`src/design/spi_msc_pkg.sv`:
```
// spi_msc_pkg: shared types, codes and constants of the spi controller
// used by every module in the design folder; depends on nothing

package spi_msc_pkg;

    localparam int DATA_BITS = 8;
    localparam int CNT_W     = 4;
    localparam int PRE_W     = 7;
    localparam int IDX_W     = 3;
    localparam int CFG_W     = 3;
    localparam logic [7:0] BYTE_MASK = 8'hFF;
    localparam logic [CNT_W-1:0] LAST_EDGE = CNT_W'(2 * DATA_BITS - 1);

    // bus access codes
    localparam logic [1:0] FUNC_NONE   = 2'd0;
    localparam logic [1:0] FUNC_WRITE  = 2'd1;
    localparam logic [1:0] FUNC_READ   = 2'd2;
    localparam logic [1:0] FUNC_STATUS = 2'd3;

    // configuration register indexes
    localparam logic [IDX_W-1:0] REG_ENABLE   = 3'd0;
    localparam logic [IDX_W-1:0] REG_MASTER   = 3'd1;
    localparam logic [IDX_W-1:0] REG_LSB      = 3'd2;
    localparam logic [IDX_W-1:0] REG_CPOL     = 3'd3;
    localparam logic [IDX_W-1:0] REG_CPHA     = 3'd4;
    localparam logic [IDX_W-1:0] REG_RATE     = 3'd5;
    localparam logic [IDX_W-1:0] REG_INT_EN   = 3'd6;

    typedef struct packed {
        logic [1:0] func;
        logic [7:0] write_data;
        logic       miso_in;
        logic       mosi_in;
        logic       sck_in;
        logic       select_n_in;
    } in_item_t;

    typedef struct packed {
        logic [7:0] read_data;
        logic       done_flag;
        logic       irq;
        logic       sck_out;
        logic       mosi_out;
        logic       miso_out;
        logic       busy_res;
    } out_item_t;

    typedef struct packed {
        logic       enable;
        logic       master_mode;
        logic       lsb_order;
        logic       sck_idle;
        logic       sck_phase;
        logic [2:0] rate_select;
        logic       int_enable;
    } cfg_t;

    // side effects of a configuration write on the transfer state
    typedef struct packed {
        logic abort;
        logic pol_set;
        logic pol_val;
    } cfg_evt_t;

    // prescaler compare value: half serial period minus one
    function automatic logic [PRE_W-1:0] half_limit(input logic [2:0] rate);
        logic [PRE_W-1:0] lim;
        case (rate)
            3'd0:    lim = 7'd1;
            3'd1:    lim = 7'd7;
            3'd2:    lim = 7'd31;
            3'd3:    lim = 7'd63;
            3'd4:    lim = 7'd0;
            3'd5:    lim = 7'd3;
            3'd6:    lim = 7'd15;
            default: lim = 7'd31;
        endcase
        return lim;
    endfunction

endpackage

```
`src/design/spi_msc_cfg.sv`:
```
// spi_msc_cfg: configuration registers and the events a write raises
// depends on spi_msc_pkg

module spi_msc_cfg (
    input  logic                         aclk,
    input  logic                         aresetn,
    input  logic                         cfg_wr_en,
    input  logic [spi_msc_pkg::IDX_W-1:0] cfg_index,
    input  logic [spi_msc_pkg::CFG_W-1:0] cfg_data,
    output spi_msc_pkg::cfg_t            cfg,
    output spi_msc_pkg::cfg_evt_t        evt
);

    spi_msc_pkg::cfg_t cfg_reg, cfg_next;

    always_comb begin
        cfg_next = cfg_reg;
        if (cfg_wr_en) begin
            case (cfg_index)
                spi_msc_pkg::REG_ENABLE: cfg_next.enable      = cfg_data[0];
                spi_msc_pkg::REG_MASTER: cfg_next.master_mode = cfg_data[0];
                spi_msc_pkg::REG_LSB:    cfg_next.lsb_order   = cfg_data[0];
                spi_msc_pkg::REG_CPOL:   cfg_next.sck_idle    = cfg_data[0];
                spi_msc_pkg::REG_CPHA:   cfg_next.sck_phase   = cfg_data[0];
                spi_msc_pkg::REG_RATE:   cfg_next.rate_select = cfg_data;
                spi_msc_pkg::REG_INT_EN: cfg_next.int_enable  = cfg_data[0];
                default:                 cfg_next = cfg_reg;
            endcase
        end
    end

    always_comb begin
        evt.abort   = cfg_wr_en &&
                      (((cfg_index == spi_msc_pkg::REG_ENABLE) &&
                        (cfg_data[0] != cfg_reg.enable)) ||
                       ((cfg_index == spi_msc_pkg::REG_MASTER) &&
                        (cfg_data[0] != cfg_reg.master_mode)));
        evt.pol_set = cfg_wr_en && (cfg_index == spi_msc_pkg::REG_CPOL);
        evt.pol_val = cfg_data[0];
    end

    always_ff @(posedge aclk) begin
        if (!aresetn) begin
            cfg_reg <= '0;
        end else begin
            cfg_reg <= cfg_next;
        end
    end

    assign cfg = cfg_reg;

endmodule

```
`src/design/spi_msc_in_stage.sv`:
```
// spi_msc_in_stage: input register that holds one transaction for the core
// depends on spi_msc_pkg

module spi_msc_in_stage (
    input  logic                  aclk,
    input  logic                  aresetn,
    input  logic                  s_valid,
    output logic                  s_ready,
    input  spi_msc_pkg::in_item_t s_data,
    output logic                  item_valid,
    input  logic                  item_ready,
    output spi_msc_pkg::in_item_t item
);

    logic                  valid_reg, valid_next;
    spi_msc_pkg::in_item_t data_reg, data_next;
    logic                  pop;

    assign pop     = valid_reg && item_ready;
    assign s_ready = !valid_reg || item_ready;

    always_comb begin
        valid_next = valid_reg;
        data_next  = data_reg;
        if (pop) begin
            valid_next = 1'b0;
        end
        if (s_valid && s_ready) begin
            valid_next = 1'b1;
            data_next  = s_data;
        end
    end

    always_ff @(posedge aclk) begin
        if (!aresetn) begin
            valid_reg <= 1'b0;
        end else begin
            valid_reg <= valid_next;
        end
    end

    always_ff @(posedge aclk) begin
        data_reg <= data_next;
    end

    assign item_valid = valid_reg;
    assign item       = data_reg;

endmodule

```
`src/design/spi_msc_core.sv`:
```
// spi_msc_core: transfer state, state update per accepted transaction, result register
// depends on spi_msc_pkg

module spi_msc_core (
    input  logic                   aclk,
    input  logic                   aresetn,
    input  spi_msc_pkg::cfg_t      cfg,
    input  spi_msc_pkg::cfg_evt_t  evt,
    input  logic                   item_valid,
    output logic                   item_ready,
    input  spi_msc_pkg::in_item_t  item,
    output logic                   m_valid,
    input  logic                   m_ready,
    output spi_msc_pkg::out_item_t m_data
);

    typedef struct packed {
        logic [7:0]                    shift;
        logic [7:0]                    rx;
        logic [spi_msc_pkg::CNT_W-1:0] cnt;
        logic [spi_msc_pkg::PRE_W-1:0] pre;
        logic                          lvl;
        logic                          prev_sck;
        logic                          flag;
        logic                          active;
        logic                          held;
    } state_t;

    state_t                 st_reg, st_next;
    logic                   out_valid_reg, out_valid_next;
    spi_msc_pkg::out_item_t out_reg, out_next;
    logic                   fire;

    function automatic logic first_bit(input logic [7:0] sh, input logic lsb);
        return lsb ? sh[0] : sh[7];
    endfunction

    // one serial clock edge, leading means leaving the idle level
    function automatic state_t serial_edge(input state_t s, input logic leading,
                                           input logic in_bit, input spi_msc_pkg::cfg_t c);
        state_t r;
        logic   sample;
        r      = s;
        sample = c.sck_phase ? !leading : leading;
        if (sample) begin
            if (c.lsb_order) begin
                r.shift = {in_bit, s.shift[7:1]};
            end else begin
                r.shift = {s.shift[6:0], in_bit};
            end
        end else begin
            r.held = first_bit(s.shift, c.lsb_order);
        end
        if (s.cnt == spi_msc_pkg::LAST_EDGE) begin
            r.rx     = r.shift & spi_msc_pkg::BYTE_MASK;
            r.flag   = 1'b1;
            r.active = 1'b0;
            r.cnt    = '0;
            r.pre    = '0;
            r.lvl    = c.sck_idle;
        end else begin
            r.cnt = s.cnt + 1'b1;
        end
        return r;
    endfunction

    assign item_ready = !out_valid_reg || m_ready;
    assign fire       = item_valid && item_ready;

    always_comb begin
        state_t s;
        logic   started;
        logic   out_bit;
        s        = st_reg;
        started  = 1'b0;
        out_bit  = 1'b0;
        out_next = out_reg;
        if (fire) begin
            if (item.func == spi_msc_pkg::FUNC_WRITE || item.func == spi_msc_pkg::FUNC_READ) begin
                s.flag = 1'b0;
            end
            if (item.func == spi_msc_pkg::FUNC_WRITE && cfg.enable && !s.active) begin
                s.shift = item.write_data;
                if (cfg.master_mode) begin
                    s.active = 1'b1;
                    s.cnt    = '0;
                    s.pre    = '0;
                    s.lvl    = cfg.sck_idle;
                    s.held   = first_bit(item.write_data, cfg.lsb_order);
                    started  = 1'b1;
                end
            end
            if (cfg.enable && cfg.master_mode) begin
                if (s.active && !started) begin
                    if (s.pre >= spi_msc_pkg::half_limit(cfg.rate_select)) begin
                        s.pre = '0;
                        s.lvl = !s.lvl;
                        s = serial_edge(s, s.lvl != cfg.sck_idle, item.miso_in, cfg);
                    end else begin
                        s.pre = s.pre + 1'b1;
                    end
                end
            end else if (cfg.enable) begin
                if (item.select_n_in) begin
                    s.active = 1'b0;
                    s.cnt    = '0;
                end else if (item.sck_in != s.prev_sck) begin
                    if (!s.active) begin
                        s.active = 1'b1;
                        s.cnt    = '0;
                        s.held   = first_bit(s.shift, cfg.lsb_order);
                    end
                    s = serial_edge(s, item.sck_in != cfg.sck_idle, item.mosi_in, cfg);
                end
            end
            s.prev_sck = item.sck_in;

            out_bit = s.active ? s.held : first_bit(s.shift, cfg.lsb_order);
            case (item.func)
                spi_msc_pkg::FUNC_READ:   out_next.read_data = s.rx;
                spi_msc_pkg::FUNC_STATUS: out_next.read_data = {s.flag, 6'd0, cfg.rate_select[2]};
                default:                  out_next.read_data = 8'd0;
            endcase
            out_next.done_flag = s.flag;
            out_next.irq       = s.flag && cfg.int_enable;
            out_next.sck_out   = (s.active && cfg.enable && cfg.master_mode) ?
                                 s.lvl : cfg.sck_idle;
            out_next.mosi_out  = (cfg.enable && cfg.master_mode) ? out_bit : 1'b0;
            out_next.miso_out  = (cfg.enable && !cfg.master_mode && !item.select_n_in) ?
                                 out_bit : 1'b0;
            out_next.busy_res  = s.active;
        end

        // mode change aborts, polarity write moves the idle level
        if (evt.abort) begin
            s.active = 1'b0;
            s.cnt    = '0;
            s.pre    = '0;
            s.lvl    = cfg.sck_idle;
        end
        if (evt.pol_set && !s.active) begin
            s.lvl = evt.pol_val;
        end
        st_next = s;
    end

    always_comb begin
        out_valid_next = out_valid_reg;
        if (m_valid && m_ready) begin
            out_valid_next = 1'b0;
        end
        if (fire) begin
            out_valid_next = 1'b1;
        end
    end

    always_ff @(posedge aclk) begin
        if (!aresetn) begin
            st_reg        <= '0;
            out_valid_reg <= 1'b0;
        end else begin
            st_reg        <= st_next;
            out_valid_reg <= out_valid_next;
        end
    end

    always_ff @(posedge aclk) begin
        out_reg <= out_next;
    end

    assign m_valid = out_valid_reg;
    assign m_data  = out_reg;

`ifndef SYNTHESIS
    // a transfer only runs while the block is enabled
    a_active_enabled: assert property (@(posedge aclk) disable iff (!aresetn)
        st_reg.active |-> cfg.enable)
        else $error("transfer active while disabled");

    // edge count is cleared whenever no transfer runs
    a_cnt_idle: assert property (@(posedge aclk) disable iff (!aresetn)
        (st_reg.cnt != '0) |-> st_reg.active)
        else $error("edge count nonzero with no transfer");

    // prescaler only counts during a master transfer
    a_pre_idle: assert property (@(posedge aclk) disable iff (!aresetn)
        (st_reg.pre != '0) |-> (st_reg.active && cfg.master_mode))
        else $error("prescaler running with no master transfer");

    // interrupt never without the done flag in a pending result
    a_irq_flag: assert property (@(posedge aclk) disable iff (!aresetn)
        out_valid_reg |-> (!out_reg.irq || out_reg.done_flag))
        else $error("irq without done flag");

    // a stalled transaction in the core does not advance state
    a_state_hold: assert property (@(posedge aclk) disable iff (!aresetn)
        (item_valid && !item_ready && !evt.abort && !evt.pol_set) |=> $stable(st_reg))
        else $error("state changed while stalled");
`endif

endmodule

```
`src/design/spi_master_slave_controller.sv`:
```
// spi_master_slave_controller: 8-bit spi master/slave port, one transaction per system cycle
// pipeline: two register stages (input register, then the state update into the result
// register); m_valid rises once the core takes the item. throughput: one transaction
// per cycle, limited only by m_ready back-pressure. synchronous active-low reset clears the
// configuration, the shift, receive, count and prescaler state, the done flag and both valid bits
// depends on spi_msc_pkg, spi_msc_cfg, spi_msc_in_stage, spi_msc_core

module spi_master_slave_controller (
    input  logic                          aclk,
    input  logic                          aresetn,
    input  logic                          cfg_wr_en,
    input  logic [spi_msc_pkg::IDX_W-1:0] cfg_index,
    input  logic [spi_msc_pkg::CFG_W-1:0] cfg_data,
    input  logic                          s_valid,
    output logic                          s_ready,
    input  spi_msc_pkg::in_item_t         s_data,
    output logic                          m_valid,
    input  logic                          m_ready,
    output spi_msc_pkg::out_item_t        m_data
);

    spi_msc_pkg::cfg_t     cfg;
    spi_msc_pkg::cfg_evt_t evt;
    spi_msc_pkg::in_item_t item;
    logic                  item_valid;
    logic                  item_ready;

    spi_msc_cfg u_cfg (
        .aclk      (aclk),
        .aresetn   (aresetn),
        .cfg_wr_en (cfg_wr_en),
        .cfg_index (cfg_index),
        .cfg_data  (cfg_data),
        .cfg       (cfg),
        .evt       (evt)
    );

    spi_msc_in_stage u_in (
        .aclk       (aclk),
        .aresetn    (aresetn),
        .s_valid    (s_valid),
        .s_ready    (s_ready),
        .s_data     (s_data),
        .item_valid (item_valid),
        .item_ready (item_ready),
        .item       (item)
    );

    spi_msc_core u_core (
        .aclk       (aclk),
        .aresetn    (aresetn),
        .cfg        (cfg),
        .evt        (evt),
        .item_valid (item_valid),
        .item_ready (item_ready),
        .item       (item),
        .m_valid    (m_valid),
        .m_ready    (m_ready),
        .m_data     (m_data)
    );

endmodule

```
`config.mk`:
```
export PLATFORM = sky130hd
export DESIGN_NAME = spi_master_slave_controller
export DESIGN_NICKNAME = d
export VERILOG_FILES = /design/src/design/spi_msc_pkg.sv /design/src/design/spi_msc_cfg.sv /design/src/design/spi_msc_in_stage.sv /design/src/design/spi_msc_core.sv /design/src/design/spi_master_slave_controller.sv
export SDC_FILE = /design/constraint.sdc
export NUM_CORES = 1
export LEC_CHECK = 0
export BUFFER_PORTS_ARGS = -buffer_cell sky130_fd_sc_hd__buf_2
export CORE_ASPECT_RATIO = 1.25
export CORE_UTILIZATION = 62
export CTS_BUF_LIST = sky130_fd_sc_hd__clkbuf_2 sky130_fd_sc_hd__clkbuf_4 sky130_fd_sc_hd__clkbuf_8
export CTS_CLUSTER_SIZE = 24
export DETAILED_ROUTE_END_ITERATION = 10
export PLACE_DENSITY = 0.88
export SLEW_MARGIN = 20
export SYNTH_ARGS = -nofsm -noshare
export SYNTH_HDL_FRONTEND = slang
export SYNTH_SLANG_ARGS = --single-unit
```
`constraint.sdc`:
```
create_clock -name aclk -period 3.6 [get_ports aclk]
set_clock_uncertainty 0.1 [all_clocks]
set_input_delay 0 -clock aclk [delete_from_list [all_inputs] [get_ports aclk]]
set_output_delay 0 -clock aclk [all_outputs]
set_load 0.01 [all_outputs]
```
==> results.md, run 1 <==
* Post-Synthesis Cell Area at 4323 µm²
* Fraction of layout instances using a drive strength above 1 at 17.15%
* Clk root buf: clkbuf_8
* R2R Setup Slk at 140 ps
* Tot GR Track Use at 37.16%
* Site Rows at 33
* CTS tree: built
* Internal Power at 1.231 mW
* Reg clk slew, reported paths at 80 ps
* Setup TNS at 0 ps
* Worst-skew pair later-pin latency at 360 ps
* Die ar. at 7312 µm²
* Filler instances at 457
* Fmax at 288.8 MHz
* CP max FO at 9
* Area grow syn2layout at 19.25%
* Synth cell types at 70
* Crit share post-route at 96.19%
* Core area at 6648 µm²
* RSZ-0062 raised after global routing: false
* DRT iter0 DRCs at 415
* Routability cong. at 0.9600
* Least-Margin Pin Slew at 903.7 ps
* Switch share at 29.19%
* R2r startpoint: u_in.item[12]$_DFFE_PP_
* Max Buffers Root-to-Sink at 2
* First-pass GRT wire length at 20,530 µm
* Sequential area share after synthesis at 39.36%
* Ys Warns at 0
* Final ANT Viol Nets at 0
* VDD IR max at 0.2582 mV
* Final Slew Violations at 0
* Post-synth top flop: dfxtp_1
* Via count at 4,409
* Total grt overflow at 0
* Fin util at 77.55%
* Psw at 0.5077 mW
* Tmin final at 3463 ps
* Max FFs per register at 32
* CTS Sinks at 71
* Async set or reset register ratio after synthesis at 0%
* Lkg Pwr at 2.050 nW
* Worst hold endpoint: u_cfg.cfg[4]$_SDFFE_PN0P_
* Worst flop-to-flop path endpoint: u_core.m_data[1]$_SDFFCE_PN0P_
* Nets@finish at 615
* Drt pass-1 iters at 5
* Avg Vias per Cell at 6.581
* Hold slack at 47.36 ps
* Hold Path Class: input pin to flop
* Final hold violations at 0
* Clock buffer count from CTS at 9
* Starting Density at 65.03%
* I/O pin total at 41
* Worst Setup Start Kind: flop
* Routed WL at 12,900 µm
* Max-cap viol count at 0
* Final Setup Violations at 0
* WP data required at 3590 ps
* CTS H-tree lvls at 3
* Syn Inst Count at 501
* Worst R2R Path Depth at 12
* Syn_area_per_cell at 8.629 µm²
* Power Density at 337.4 nW/µm²
* Vias in the first global route at 4,326
* I/O Buffers at 40
* Seq pwr share at 50.8%
* Inserted Diodes at 0
* Initial antenna violation count at 0
* Net Count, Synth at 538
* Post-synth EDFFs at 28
* Detail Placement HPWL at 8635 µm
* Clk pwr share at 35.3%
* Critical Path End Type: flop
* Dpl cells at 626
* Relative slew slack at 39.76%
* Die height at 95.36 µm
* Run status: finished clean
* Pin count of the biggest net entering global routing at 26
* DRC at 0
* Die W at 76.69 µm
* Kind of critical path: flop to flop
* CP arrival at 3460 ps
* Hold_sp: cfg_wr_en
* Logic pwr share at 13.9%
* Number of synthesized register bits at 71
* WL/cell at 19.26 µm
* Hold Path Depth at 5
* Layout Cells excl Fill at 670
cells by family after synthesis:
| kind of cell | synth area share [%] |
|---|---|
| DFF | 39.36 |
| and+or+nand+nor | 21.36 |
| muxes | 7.120 |
| buffers and inverters | 3.589 |
| AOI/OAI and AO/OA | 23.50 |
| xor gates and xnor gates | 1.592 |
| adders and majority gates | 3.473 |
worst max path at each step:
| stage | startpoint | end | slack [ps] | depth (start not counted) |
|---|---|---|---|---|
| 3_5_place_dp | u_in.item[12]$_DFFE_PP_ | u_core.m_data[1]$_SDFFCE_PN0P_ | 190 | 12 |
| 4_1_cts | u_in.item[12]$_DFFE_PP_ | u_core.m_data[1]$_SDFFCE_PN0P_ | 170 | 12 |
| 3_3_place_gp | u_in.item[12]$_DFFE_PP_ | u_core.m_data[3]$_DFFE_PP_ | 360 | 11 |
| 2_1_floorplan | u_in.item[12]$_DFFE_PP_ | u_core.m_data[3]$_DFFE_PP_ | 290 | 14 |
| 5_1_grt | u_in.item[13]$_DFFE_PP_ | u_core.m_data[1]$_SDFFCE_PN0P_ | 20 | 12 |
| 6_report | u_in.item[12]$_DFFE_PP_ | u_core.m_data[1]$_SDFFCE_PN0P_ | 140 | 12 |
layout by cell type, fill, tap and decap left out, types with 4 or more instances in the layout:
cell type	n
nor3_1	8
a21boi_0	7
nand3_1	15
buf_2	40
edfxtp_1	28
mux2i_1	24
o31ai_1	5
a21oi_1	39
a31oi_1	6
o21ai_0	35
nor2_1	59
nand2_1	67
dlygate4sd3_1	26
a32oi_1	4
o211ai_1	4
buf_4	25
dfxtp_1	43
o22a_1	4
nand2b_1	6
clkbuf_8	10
a22oi_1	6
a211oi_1	7
mux2_2	6
inv_1	8
xnor2_1	4
and2_1	13
a21o_1	4
ha_1	12
cells in the mapped netlist (8+ instances only):
| cell | count | area share, % |
|---|---|---|
| nand3_1 | 15 | 1.7 |
| o21ai_0 | 35 | 4.1 |
| nand2_1 | 67 | 5.8 |
| nor2_1 | 59 | 5.1 |
| mux2i_1 | 24 | 5.6 |
| dfxtp_1 | 43 | 20 |
| clkbuf_1 | 15 | 1.3 |
| and2_1 | 13 | 1.9 |
| a21oi_1 | 39 | 4.5 |
| edfxtp_1 | 28 | 19 |
| ha_1 | 12 | 3.5 |
| inv_1 | 8 | 0.69 |
| nor3_1 | 8 | 0.93 |
power by group through the flow:
stage / logic, mW / clock network, mW / registers [mW]
final: 0.241 / 0.614 / 0.883
after floorplan: 0.133 / 0 / 0.898
after global routing: 0.260 / 0.638 / 0.887
after detailed placement: 0.210 / 0 / 0.901
after global placement: 0.204 / 0 / 0.900
after CTS: 0.232 / 0.617 / 0.882
critical path, cell delays in order, from the launching register on:
cell and delay [ps]:
edfxtp_1 440, ha_1 290, and4b_1 220, nor2_1 180, inv_1 70, ha_1 280, nand2b_1 150, a31oi_2 260
o211ai_2 260, a31oi_1 240, mux2_2 390, a22oi_1 200, o41ai_1 120
through the flow:
step | setup WS (ps) | cell area [µm²] | total power, mW
2_1_floorplan | 290.5 | 4323 | 1.031
4_1_cts | 169.1 | 5127 | 1.731
3_5_place_dp | 192.0 | 4687 | 1.111
5_1_grt | 21.14 | 5155 | 1.785
6_report | 137.0 | 5155 | 1.739
3_3_place_gp | 355.8 | 4687 | 1.103
repair_timing:
| action | CTS | global route |
|---|---|---|
| endpoints found under the setup margin | 0 | 5 |
| endpoints found under the hold margin | 37 | 0 |
| resized for setup | 0 | 2 |
| setup buffers | 0 | 2 |
| hold buffers | 26 | 0 |
metal layers:
layer | vias up | GRT usage [%] | part of all wire (%)
met4 | 0 | 30.77 | 5.1
li1 | 2005 | - | -
met5 | - | 0 | 0
met1 | 2063 | 40.42 | 37
met3 | 63 | 5.742 | 7.5
met2 | 278 | 64.43 | 50
cell type report:
cell class,instances,area [µm²],area share [%]
well taps,87,108.9,2.112
inverters,10,37.54,0.7282
flip-flops and latches,71,1702,33.01
repair buffers,91,648.1,12.57
clock buffers,10,137.6,2.670
clock inverters,6,42.54,0.8252
multi-input cells,395,2479,48.08
(Power assumes the default switching activity.)
==> run 2, diff against run 1 <==
- RECOVER_POWER: unset -> 25
==> run 2 against run 1 <==
Hold slack got worse by 3.7 ps. Utilization decreased by 0.30 points. Via count increased by 0.14%. First-iteration DRC count decreased by 1.2%. Critical path depth unchanged. Clock power about the same. Global-route usage unchanged. Critical endpoint unchanged. Highest routed layer unchanged.
==> results.md, run 2 (same netlist as run 1, synthesis figures left out) <==
* Run status: finished clean (unchanged)
* Nets@finish at 615 (unchanged)
* Fraction of layout instances using a drive strength above 1 at 14.41% (was 17.15%)
* Critical Path End Type: flop (unchanged)
* Total power at 1.737 mW (was 1.739 mW)
* Switch share at 29.23% (was 29.19%)
* Setup TNS at 0 ps (unchanged)
* Worst Setup Start Kind: flop (unchanged)
* Max FFs per register at 32 (unchanged)
* I/O Buffers at 40 (unchanged)
* Worst flop-to-flop path endpoint: u_core.m_data[1]$_SDFFCE_PN0P_ (unchanged)
* Vias in the first global route at 4,326 (unchanged)
* RSZ-0062 raised after global routing: false (unchanged)
* R2R Setup Slk at 160 ps (was 140 ps)
* Max-cap viol count at 0 (unchanged)
* Pin count of the biggest net entering global routing at 26 (unchanged)
* CTS tree: built (unchanged)
* Worst R2R Path Depth at 12 (unchanged)
* Critical path's most frequent cell: ha_1 (unchanged)
* Total grt overflow at 0 (unchanged)
* CTS Sinks at 71 (unchanged)
* CP max stage delay at 440 ps (about the same)
* Drt pass-1 iters at 7 (was 5)
* Final Setup Violations at 0 (unchanged)
* Via count at 4,415 (was 4,409)
* DRT iter0 DRCs at 410 (was 415)
* Core area at 6648 µm² (unchanged)
* Hold Path Class: input pin to flop (unchanged)
* Worst-skew pair later-pin latency at 370 ps (was 360 ps)
* First-pass GRT wire length at 20,530 µm (unchanged)
* Routed WL at 12,920 µm (was 12,900 µm)
* CP max FO at 9 (unchanged)
* Detail Placement HPWL at 8635 µm (unchanged)
* Tmin final at 3438 ps (was 3463 ps)
* Starting Density at 65.03% (unchanged)
* Clk root buf: clkbuf_8 (unchanged)
* Site Rows at 33 (unchanged)
* Hold Path Depth at 5 (unchanged)
* Fmax at 290.9 MHz (was 288.8 MHz)
* WL/cell at 19.28 µm (was 19.26 µm)
* Die height at 95.36 µm (unchanged)
* Die W at 76.69 µm (unchanged)
* CP endpoint: u_core.m_data[1]$_SDFFCE_PN0P_ (unchanged)
* Kind of critical path: flop to flop (unchanged)
* Initial antenna violation count at 0 (unchanged)
* Commonest non-fill, non-tap cell in the layout: nand2_1 (unchanged)
* Crit share post-route at 95.50% (was 96.19%)
* Seq pwr share at 50.9% (was 50.8%)
* VDD IR max at 0.2607 mV (was 0.2582 mV)
* Final ANT Viol Nets at 0 (unchanged)
* Max Buffers Root-to-Sink at 2 (unchanged)
* DRC at 0 (unchanged)
* Commonest cells after routing, fill and taps aside: nand2_1 (67), nor2_1 (59), dfxtp_1 (43) (unchanged)
* CP arrival at 3430 ps (was 3460 ps)
* Die ar. at 7312 µm² (unchanged)
* Avg Vias per Cell at 6.590 (was 6.581)
* CTS H-tree lvls at 3 (unchanged)
* Post-DP Area at 4687 µm² (unchanged)
* Hold slack at 43.70 ps (was 47.36 ps)
* Routability cong. at 0.9600 (unchanged)
* Internal Power at 1.229 mW (was 1.231 mW)
* Lkg Pwr at 2.008 nW (was 2.050 nW)
* Reg clk slew, reported paths at 80 ps (about the same)
* Psw at 0.5078 mW (was 0.5077 mW)
* Logic pwr share at 13.8% (was 13.9%)
* Power Density at 338.3 nW/µm² (was 337.4 nW/µm²)
* I/O pin total at 41 (unchanged)
* Critical Path, Cell by Cell: ha_1 > and4b_1 > nor2_1 > inv_1 > ha_1 > nand2b_1 > a31oi_2 > o211ai_2 > a31oi_1 > mux2_2 > a22oi_1 > o41ai_1 (unchanged)
* Finished Cell Area at 5135 µm² (was 5155 µm²)
* Relative slew slack at 37.01% (was 39.76%)
* CP max stage cell: edfxtp_1 (unchanged)
* Area grow syn2layout at 18.78% (was 19.25%)
* Worst Setup SP: u_in.item[12]$_DFFE_PP_ (unchanged)
* Least-Margin Pin Slew at 944.8 ps (was 903.7 ps)
* Final Slew Violations at 0 (unchanged)
* WP data required at 3600 ps (was 3590 ps)
* Tot GR Track Use at 37.16% (unchanged)
* Clock buffer count from CTS at 9 (unchanged)
* R2r startpoint: u_in.item[12]$_DFFE_PP_ (unchanged)
* Clk pwr share at 35.3% (about the same)
* Inserted Diodes at 0 (unchanged)
* Final hold violations at 0 (unchanged)
[run 2: cell count changes in the layout (fill, tap and decap cells not counted)]
cell | previous run | this run
clkbuf_1 | 0 | 16
buf_2 | 40 | 24
[run 2: worst min path at each step]
stage | end | startpoint | slack (ps)
floorplan | u_in.item[0]$_DFFE_PP_ | s_data[0] | -1
detailed placement | u_in.item[12]$_DFFE_PP_ | s_data[12] | 80
global placement | u_in.item[1]$_DFFE_PP_ | s_data[1] | 80
finish | u_cfg.cfg[4]$_SDFFE_PN0P_ | cfg_wr_en | 40
CTS | u_cfg.cfg[4]$_SDFFE_PN0P_ | cfg_wr_en | 30
global route | u_cfg.cfg[4]$_SDFFE_PN0P_ | cfg_wr_en | 60
[run 2: worst max-delay path: cells and delay by family (launching register included)]
family,cells,cell delay [ps]
compound gates,5,1040
fa+ha+maj,2,570
simple gates,3,550
flops,1,440
mux,1,380
buf+inv,1,70
[run 2: final cells by class]
type	instances	area, µm²
clock buffer	10	137.6
clock inverter	6	42.54
fill	469	1513
inverter	10	37.54
multi-input combinational	395	2479
sequential	71	1702
tap	87	108.9
timing repair buffer	91	628.1
[run 2: per-stage QoR]
step | setup WS [ps] | instances | utilization [%]
global route | 21.14 | 670 | 77.24
detailed placement | 192.0 | 626 | 70.51
floorplan | 290.5 | 501 | -
CTS | 169.1 | 668 | 77.13
finish | 162.0 | 670 | 77.24
global placement | 355.8 | 626 | 70.51
[run 2: what timing repair did]
action / in CTS / in global routing
setup endpoints to repair: 0 / 5
hold endpoints to repair: 37 / 0
gates resized for setup: 0 / 2
setup buffers: 0 / 2
hold buffers: 26 / 0
[run 2: power by group through the flow]
stage	Sequential [mW]	Clock (mW)	Combinational [mW]
3_3_place_gp	0.900	0	0.204
6_report	0.884	0.614	0.240
2_1_floorplan	0.898	0	0.133
5_1_grt	0.887	0.638	0.258
4_1_cts	0.882	0.617	0.232
3_5_place_dp	0.901	0	0.210
[run 2: routing by layer]
layer	global-route usage [%]	vias up	share of wire, %
met4	30.77	0	5.2
met2	64.43	311	50
li1	-	2003	-
met5	0	-	0
met1	40.42	2033	36
met3	5.742	68	9.2
==> run 3, diff against run 2 <==
- CELL_PAD_IN_SITES_DETAIL_PLACEMENT: unset -> 1
- CELL_PAD_IN_SITES_GLOBAL_PLACEMENT: unset -> 1
- CORE_UTILIZATION: 62 -> 47
==> run 3 against run 2 <==
The flow now finishes with violations (setup timing). Die area up 31%. Setup slack worse by 180 ps. Non-clock buffer count down 2. Global-route usage fell by 2.5 points. Count of clock-buffer cells in the layout decreased by 1. Clock power decreased by 2%. Flip-flop and latch count unchanged.
==> results.md, run 3 (same netlist as run 1, synthesis figures left out) <==
* Final Setup Violations at 1 (was 0)
* Hold Path Class: input pin to flop (unchanged)
* Kind of critical path: flop to flop (unchanged)
* I/O pin total at 41 (unchanged)
* Max-cap viol count at 0 (unchanged)
* DRT iter0 DRCs at 508 (was 410)
* Die height at 109.2 µm (was 95.36 µm)
* CTS H-tree lvls at 3 (unchanged)
* Tmin final at 3623 ps (was 3438 ps)
* Total grt overflow at 0 (unchanged)
* Final Slew Violations at 0 (unchanged)
* WL/cell at 23.48 µm (was 19.28 µm)
* Run status: finished with violations (was finished clean)
* CTS Sinks at 71 (unchanged)
* Pin count of the biggest net entering global routing at 28 (was 26)
* Clk root buf: clkbuf_8 (unchanged)
* I/O Buffers at 40 (unchanged)
* Routed WL at 16,490 µm (was 12,920 µm)
* Fraction of layout instances using a drive strength above 1 at 15.81% (was 14.41%)
* Vias in the first global route at 4,615 (was 4,326)
* Worst-skew pair later-pin latency at 390 ps (was 370 ps)
* Fmax at 276.0 MHz (was 290.9 MHz)
* Power Density at 334.7 nW/µm² (was 338.3 nW/µm²)
* Hold_sp: cfg_wr_en (unchanged)
* Commonest non-fill, non-tap cell in the layout: nand2_1 (unchanged)
* Worst Setup SP: u_in.item[13]$_DFFE_PP_ (was u_in.item[12]$_DFFE_PP_)
* Reg clk slew, reported paths at 100 ps (was 80 ps)
* Avg Vias per Cell at 6.523 (was 6.590)
* Max Buffers Root-to-Sink at 2 (unchanged)
* Failing checks: setup timing
* Via count at 4,579 (was 4,415)
* Inserted Diodes at 0 (unchanged)
* First-pass GRT wire length at 24,570 µm (was 20,530 µm)
* Worst Setup Start Kind: flop (unchanged)
* Area grow syn2layout at 20.75% (was 18.78%)
* Core area at 8796 µm² (was 6648 µm²)
* CTS tree: built (unchanged)
* R2r startpoint: u_in.item[13]$_DFFE_PP_ (was u_in.item[12]$_DFFE_PP_)
* Tot GR Track Use at 34.65% (was 37.16%)
* Starting Density at 49.15% (was 65.03%)
* Drt pass-1 iters at 7 (unchanged)
* DRC at 0 (unchanged)
* Final ANT Viol Nets at 0 (unchanged)
* Fin worst setup slack at -22.99 ps (was 162.0 ps)
* Commonest cells after routing, fill and taps aside: nand2_1 (66), nor2_1 (57), dfxtp_1 (43) (was nand2_1 (67), nor2_1 (59), dfxtp_1 (43))
* Final hold violations at 0 (unchanged)
* Relative slew slack at 38.69% (was 37.01%)
* Crit share post-route at 100.6% (was 95.50%)
* Lkg Pwr at 2.022 nW (was 2.008 nW)
* Least-Margin Pin Slew at 919.7 ps (was 944.8 ps)
* Detail Placement HPWL at 9752 µm (was 8635 µm)
* Die ar. at 9588 µm² (was 7312 µm²)
* Max FFs per register at 32 (unchanged)
* VDD IR max at 0.2989 mV (was 0.2607 mV)
* Routability cong. at 0.9323 (was 0.9600)
* WP data required at 3680 ps (was 3600 ps)
* Die W at 87.78 µm (was 76.69 µm)
* Total power at 1.747 mW (was 1.737 mW)
* Critical Path End Type: flop (unchanged)
* Initial antenna violation count at 0 (unchanged)
* CP max FO at 8 (was 9)
* Nets@finish at 614 (was 615)
* CP arrival at 3710 ps (was 3430 ps)
* Site Rows at 38 (was 33)
* Setup WS pre-CTS at 124.4 ps (was 192.0 ps)
* Clock buffer count from CTS at 9 (unchanged)
## run 3: critical path, stage by stage, from the launching register on
cell and delay (ps):
edfxtp_1 480, inv_1 90, ha_2 230, and4b_1 230
nor2_1 200, inv_1 110, ha_1 310, nand2b_1 150
a31oi_4 140, o211a_4 320, o41a_1 340, buf_4 180
a2111oi_4 330, a22oi_1 110, o41ai_1 80
## run 3: repair_timing
action                     4_1_cts  5_1_grt
setup endpoints to repair        0       29
hold buffers                    26        0
setup buffers                    0        5
hold endpoints to repair        35        0
resized for setup                0       14
## run 3: power breakdown
| part | switching, mW | internal [mW] | total, mW | leakage [nW] |
|---|---|---|---|---|
| logic | 0.160 | 0.0983 | 0.259 | 1.32 |
| clock network | 0.353 | 0.250 | 0.603 | 0.0870 |
| registers | 0.0213 | 0.864 | 0.885 | 0.611 |
| total | 0.535 | 1.21 | 1.75 | 2.02 |
## run 3: path summary, 6_finish.rpt
path / end / slack (ps) / cells past startpoint
worst max-delay path: u_core.m_data[1]$_SDFFCE_PN0P_ / -20 / 14
worst min-delay path: u_cfg.cfg[4]$_SDFFE_PN0P_ / 30 / 5
worst max register to register: u_core.m_data[1]$_SDFFCE_PN0P_ / -20 / 14
worst min register to register: u_core.st_reg[3]$_SDFFE_PN0P_ / 380 / 2
## run 3: metrics by stage
stage	cell area (µm²)	utilization (%)	cells	hold slack, ps	TNS, ps
after CTS	5122	58.24	696	12.36	0
after global placement	4691	53.33	654	76.11	0
after global routing	5220	59.35	702	56.72	-430.1
after floorplan	4323	-	501	-1.131	0
final	5220	59.35	702	31.60	-22.99
after detailed placement	4691	53.33	654	80.17	0
## run 3: layer usage
| metal | wire, µm | track usage (%) |
|---|---|---|
| met1 | 6284 | 39.67 |
| met2 | 8033 | 57.14 |
| met3 | 1059 | 4.391 |
| met4 | 1108 | 28.57 |
| met5 | 0 | 0 |
## run 3: final cells by class
type / instances / area, µm²
clock buffers: 9 / 123.9
clock inverters: 7 / 47.55
fillers: 1074 / 3576
inverters: 10 / 37.54
multi-input cells: 396 / 2545
flip-flops and latches: 71 / 1702
well taps: 120 / 150.1
repair buffers: 89 / 614.3
